## src/design/pwrq_pkg.sv

```systemverilog
package pwrq_pkg;

  localparam int unsigned QUEUE_WORDS_DEF    = 1024;
  localparam int unsigned MAX_READ_WORDS_DEF = 64;
  localparam int unsigned WORD_W             = 32;
  localparam int unsigned SIZE_W             = WORD_W - 2;

  localparam logic OP_WRITE = 1'b0;
  localparam logic OP_READ  = 1'b1;

  localparam logic REG_QUEUE_IS_MESSAGE = 1'b0;

  typedef enum logic [2:0] {
    ST_OK      = 3'd0,
    ST_BADSIZE = 3'd1,
    ST_NOSPACE = 3'd2,
    ST_EMPTY   = 3'd3,
    ST_DROPPED = 3'd4,
    ST_DISCARD = 3'd5
  } status_e;

  typedef struct packed {
    logic              is_read;
    logic [WORD_W-1:0] data;
  } req_t;

endpackage

```

## src/design/pwrq_front.sv

```systemverilog
module pwrq_front import pwrq_pkg::*; (
  input  logic              clk_i,
  input  logic              rst_ni,
  input  logic              in_valid_i,
  output logic              in_ready_o,
  input  logic              op_i,
  input  logic [WORD_W-1:0] data_word_i,
  output logic              head_valid_o,
  output req_t              head_o,
  input  logic              pop_i
);

  req_t       entry_q [2];
  logic       wr_ptr_q, wr_ptr_d;
  logic       rd_ptr_q, rd_ptr_d;
  logic [1:0] count_q, count_d;
  logic       push, pop;
  req_t       req_in;

  assign in_ready_o   = (count_q != 2'd2);
  assign head_valid_o = (count_q != 2'd0);
  assign head_o       = entry_q[rd_ptr_q];

  assign push = in_valid_i && in_ready_o;
  assign pop  = pop_i && head_valid_o;

  always_comb begin
    req_in.is_read = (op_i == OP_READ);
    req_in.data    = data_word_i;
    wr_ptr_d = push ? ~wr_ptr_q : wr_ptr_q;
    rd_ptr_d = pop ? ~rd_ptr_q : rd_ptr_q;
    count_d  = count_q;
    if (push && !pop) begin
      count_d = count_q + 2'd1;
    end else if (pop && !push) begin
      count_d = count_q - 2'd1;
    end
  end

  always_ff @(posedge clk_i) begin
    if (push) begin
      entry_q[wr_ptr_q] <= req_in;
    end
  end

  always_ff @(posedge clk_i or negedge rst_ni) begin
    if (!rst_ni) begin
      wr_ptr_q <= 1'b0;
      rd_ptr_q <= 1'b0;
      count_q  <= 2'd0;
    end else begin
      wr_ptr_q <= wr_ptr_d;
      rd_ptr_q <= rd_ptr_d;
      count_q  <= count_d;
    end
  end

endmodule

```

## config.mk

```make
export PLATFORM = sky130hd
export DESIGN_NAME = pwrq_front
export DESIGN_NICKNAME = d
export VERILOG_FILES = /design/src/design/pwrq_pkg.sv /design/src/design/pwrq_front.sv
export SDC_FILE = /design/constraint.sdc
export NUM_CORES = 1
export LEC_CHECK = 0
export BUFFER_PORTS_ARGS = -buffer_cell sky130_fd_sc_hd__buf_2
export CORE_MARGIN = 1
export CORE_UTILIZATION = 35
export CTS_BUF_LIST = sky130_fd_sc_hd__clkbuf_4 sky130_fd_sc_hd__clkbuf_8
export DETAILED_ROUTE_END_ITERATION = 12
export PLACE_DENSITY_LB_ADDON = 0.1
export RECOVER_POWER = 100
export REMOVE_ABC_BUFFERS = 1
export SYNTH_ARGS = -nofsm -noshare
export SYNTH_HDL_FRONTEND = slang
export SYNTH_SLANG_ARGS = --single-unit
```

## constraint.sdc

```tcl
create_clock -name clk_i -period 8.23 [get_ports clk_i]
set_clock_uncertainty 0.2 [all_clocks]
set_input_delay 0.823 -clock clk_i [delete_from_list [all_inputs] [get_ports clk_i]]
set_output_delay 0.823 -clock clk_i [all_outputs]
set_load 0.1 [all_outputs]
```

==> summary.txt <==
Outcome: finished with violations
Failing checks: capacitance limit, slew limit
DP HPWL: 2762 um
Min Hold Slack: 0.1090 ns
Fmax: 233.4 MHz
Reg2reg end: entry_q[0][17]
Fillers: 707
Core Box Area: 7408 sq um
CP endpoint kind: output pin
Gr usage total: 11.46%
Critical path data arrival time: 3.26 ns
Crit path required time: 7.21 ns
Max Used Layer: met4
Layout cells sized above 1: 33.82%
Largest area contributor in the netlist: edfxtp_1
WP buf/inv: 1
Final setup violation count: 0
Max-cap violation count: 3
Later-pin clock latency in the skew report: 0.33 ns
Synthesized area: 2728 sq um
Vias: 1329
Post-route setup TNS: 0 ns
Ys Warns: 0
Ant diodes: 0
Row cnt: 31
Ys async rst share: 5.714%
Placed cell count: 287
Initial antenna violation count: 0
Post-synth top area share: 72.66%
Htree depth: 3
Post-CTS resize count: 0
Drt pass-1 iters: 5
CTS buffer count: 9
Post-CTS Setup Inserts: 0
Final net count: 237
First-pass GRT wire length: 6851 um
Root buffer cell: clkbuf_8
Antenna Nets Post-Route: 0
Largest net degree at the start of global routing: 35
CTS clk-pin slew, worst paths: 0.07 ns
Drt via density: 4.386
Cell count after synthesis: 121
Fin. Hold Viols: 0
Final Max Slew Viols: 103
Top delay family on crit path: flip-flops
Final period util: 52.06%
Worst slew pin tran: 2.834 ns
Routed len/inst: 14.69 um
Crit Path Max Fanout: 34
CTS tree: done
Post-synth EDFFs: 66
Synth-to-layout area growth: 21.47%
Most numerous cell in the Yosys netlist: edfxtp_1
Reg-to-Reg Start: count_q[0]
Layout Cells excl Fill: 303
Worst setup path category: flip-flop to output pin
Critical path's largest stage delay: 1.65 ns
#FFs+latches synth: 70
Reg2reg setup slack: 4.79 ns
Initial Util: 36.82%
Slew headroom: -89.60%
Port buffer count: 71
Die span in y: 90.28 um
Top FF cell, synth: edfxtp_1
CP Cell Sequence: mux2_2 > clkbuf_1
Final wirelength: 4452 um
Worst Reg-to-Reg Cells: 3
Met2 wire length: 2306 um
RSZ-0062 raised after global routing: false
HP Class: input port to asynchronous set/reset pin
Mean Syn Cell Area: 22.54 sq um
Cts hold-fix bufs: 0
Die width: 90.28 um
Seq/Total Area, Yosys: 76.33%
Tmin final: 4.284 ns
Final Wtd Congestion: 0.6478
1st-iter DRT viols: 47
Clock tree buffer depth: 2
DRC errors left: 0
DRT met1 WL: 1813 um
Crit path launch type: flip-flop
Die Area: 8150 sq um
Library cells used by synthesis: 15
Top post-synthesis cells by count: edfxtp_1, mux2_4, dfrtp_1, mux2_2
Vias in the first global route: 1402
Largest cells by area after synthesis: edfxtp_1, mux2_4, dfrtp_1
WL met3: 229 um
CP max-delay cell: dfrtp_1
Grt ovf: 0
Clock Sink Count: 70
Io pins: 72
registers in the layout, summed over array words and instances (netlist names):
signal	cells
rd_ptr_q	1
count_q	2
entry_q	66
wr_ptr_q	1
cell type report:
type | count | area [sq um] | area share, %
clock inverters | 6 | 110.1 | 3.323
repair buffers | 71 | 291.5 | 8.799
well taps | 99 | 123.9 | 3.739
multi-input cells | 46 | 570.5 | 17.22
flip-flops and latches | 70 | 2082 | 62.84
inverters | 1 | 3.754 | 0.1133
clock buffers | 10 | 131.4 | 3.965
layer usage:
layer	global-route usage, %	vias up
met2	19.40	41
li1	-	623
met1	12.33	656
met3	4.293	9
met4	6.452	0
met5	0	-
worst register-to-register path, delay by kind of cell, from the launching register on:
| kind | cells | cell delay [ns] |
|---|---|---|
| flip-flops | 1 | 0.41 |
| AND/OR/NAND/NOR | 3 | 2.36 |
per-stage QoR:
step / setup WS [ns] / utilization, % / instance area [sq um]
6_report: 3.946 / 44.72 / 3313
5_1_grt: 3.698 / 44.72 / 3313
4_1_cts: 4.974 / 45.72 / 3387
3_5_place_dp: 5.360 / 42.46 / 3146
3_3_place_gp: 5.401 / 42.46 / 3146
2_1_floorplan: 4.723 / - / 2656
cells by family (layout without fill, tap and decap cells):
logic type / Yosys count / after routing / share of synthesized area (%)
buffers and inverters: 5 / 88 / 2.752
DFF: 70 / 70 / 76.33
xor gates and xnor gates: 5 / 5 / 1.606
adders and majority gates: 1 / 1 / 0.4586
and+or+nand+nor: 7 / 7 / 1.239
muxes: 33 / 33 / 17.61
worst max path at each step:
stage	from	endpoint	depth (start not counted)
floorplan	count_q[0]	entry_q[0][0]	3
global placement	rd_ptr_q	head_o[25]	2
detailed placement	rd_ptr_q	head_o[30]	2
CTS	rd_ptr_q	head_o[30]	2
global route	rd_ptr_q	head_o[30]	2
finish	rd_ptr_q	head_o[30]	2
cells in the final DEF (no fill, tap or decap), drive strengths merged, types with 2 or more instances in the layout:
cell type  count
buf           21
clkbuf        60
nor2           2
bufinv         3
clkinvlp       2
xor2           2
nand2          2
dfrtp          4
mux2          33
edfxtp        66
xnor2          3
Power is not shown: default switching activity piles up to over one toggle a cycle in this logic, so the estimate is an artifact.
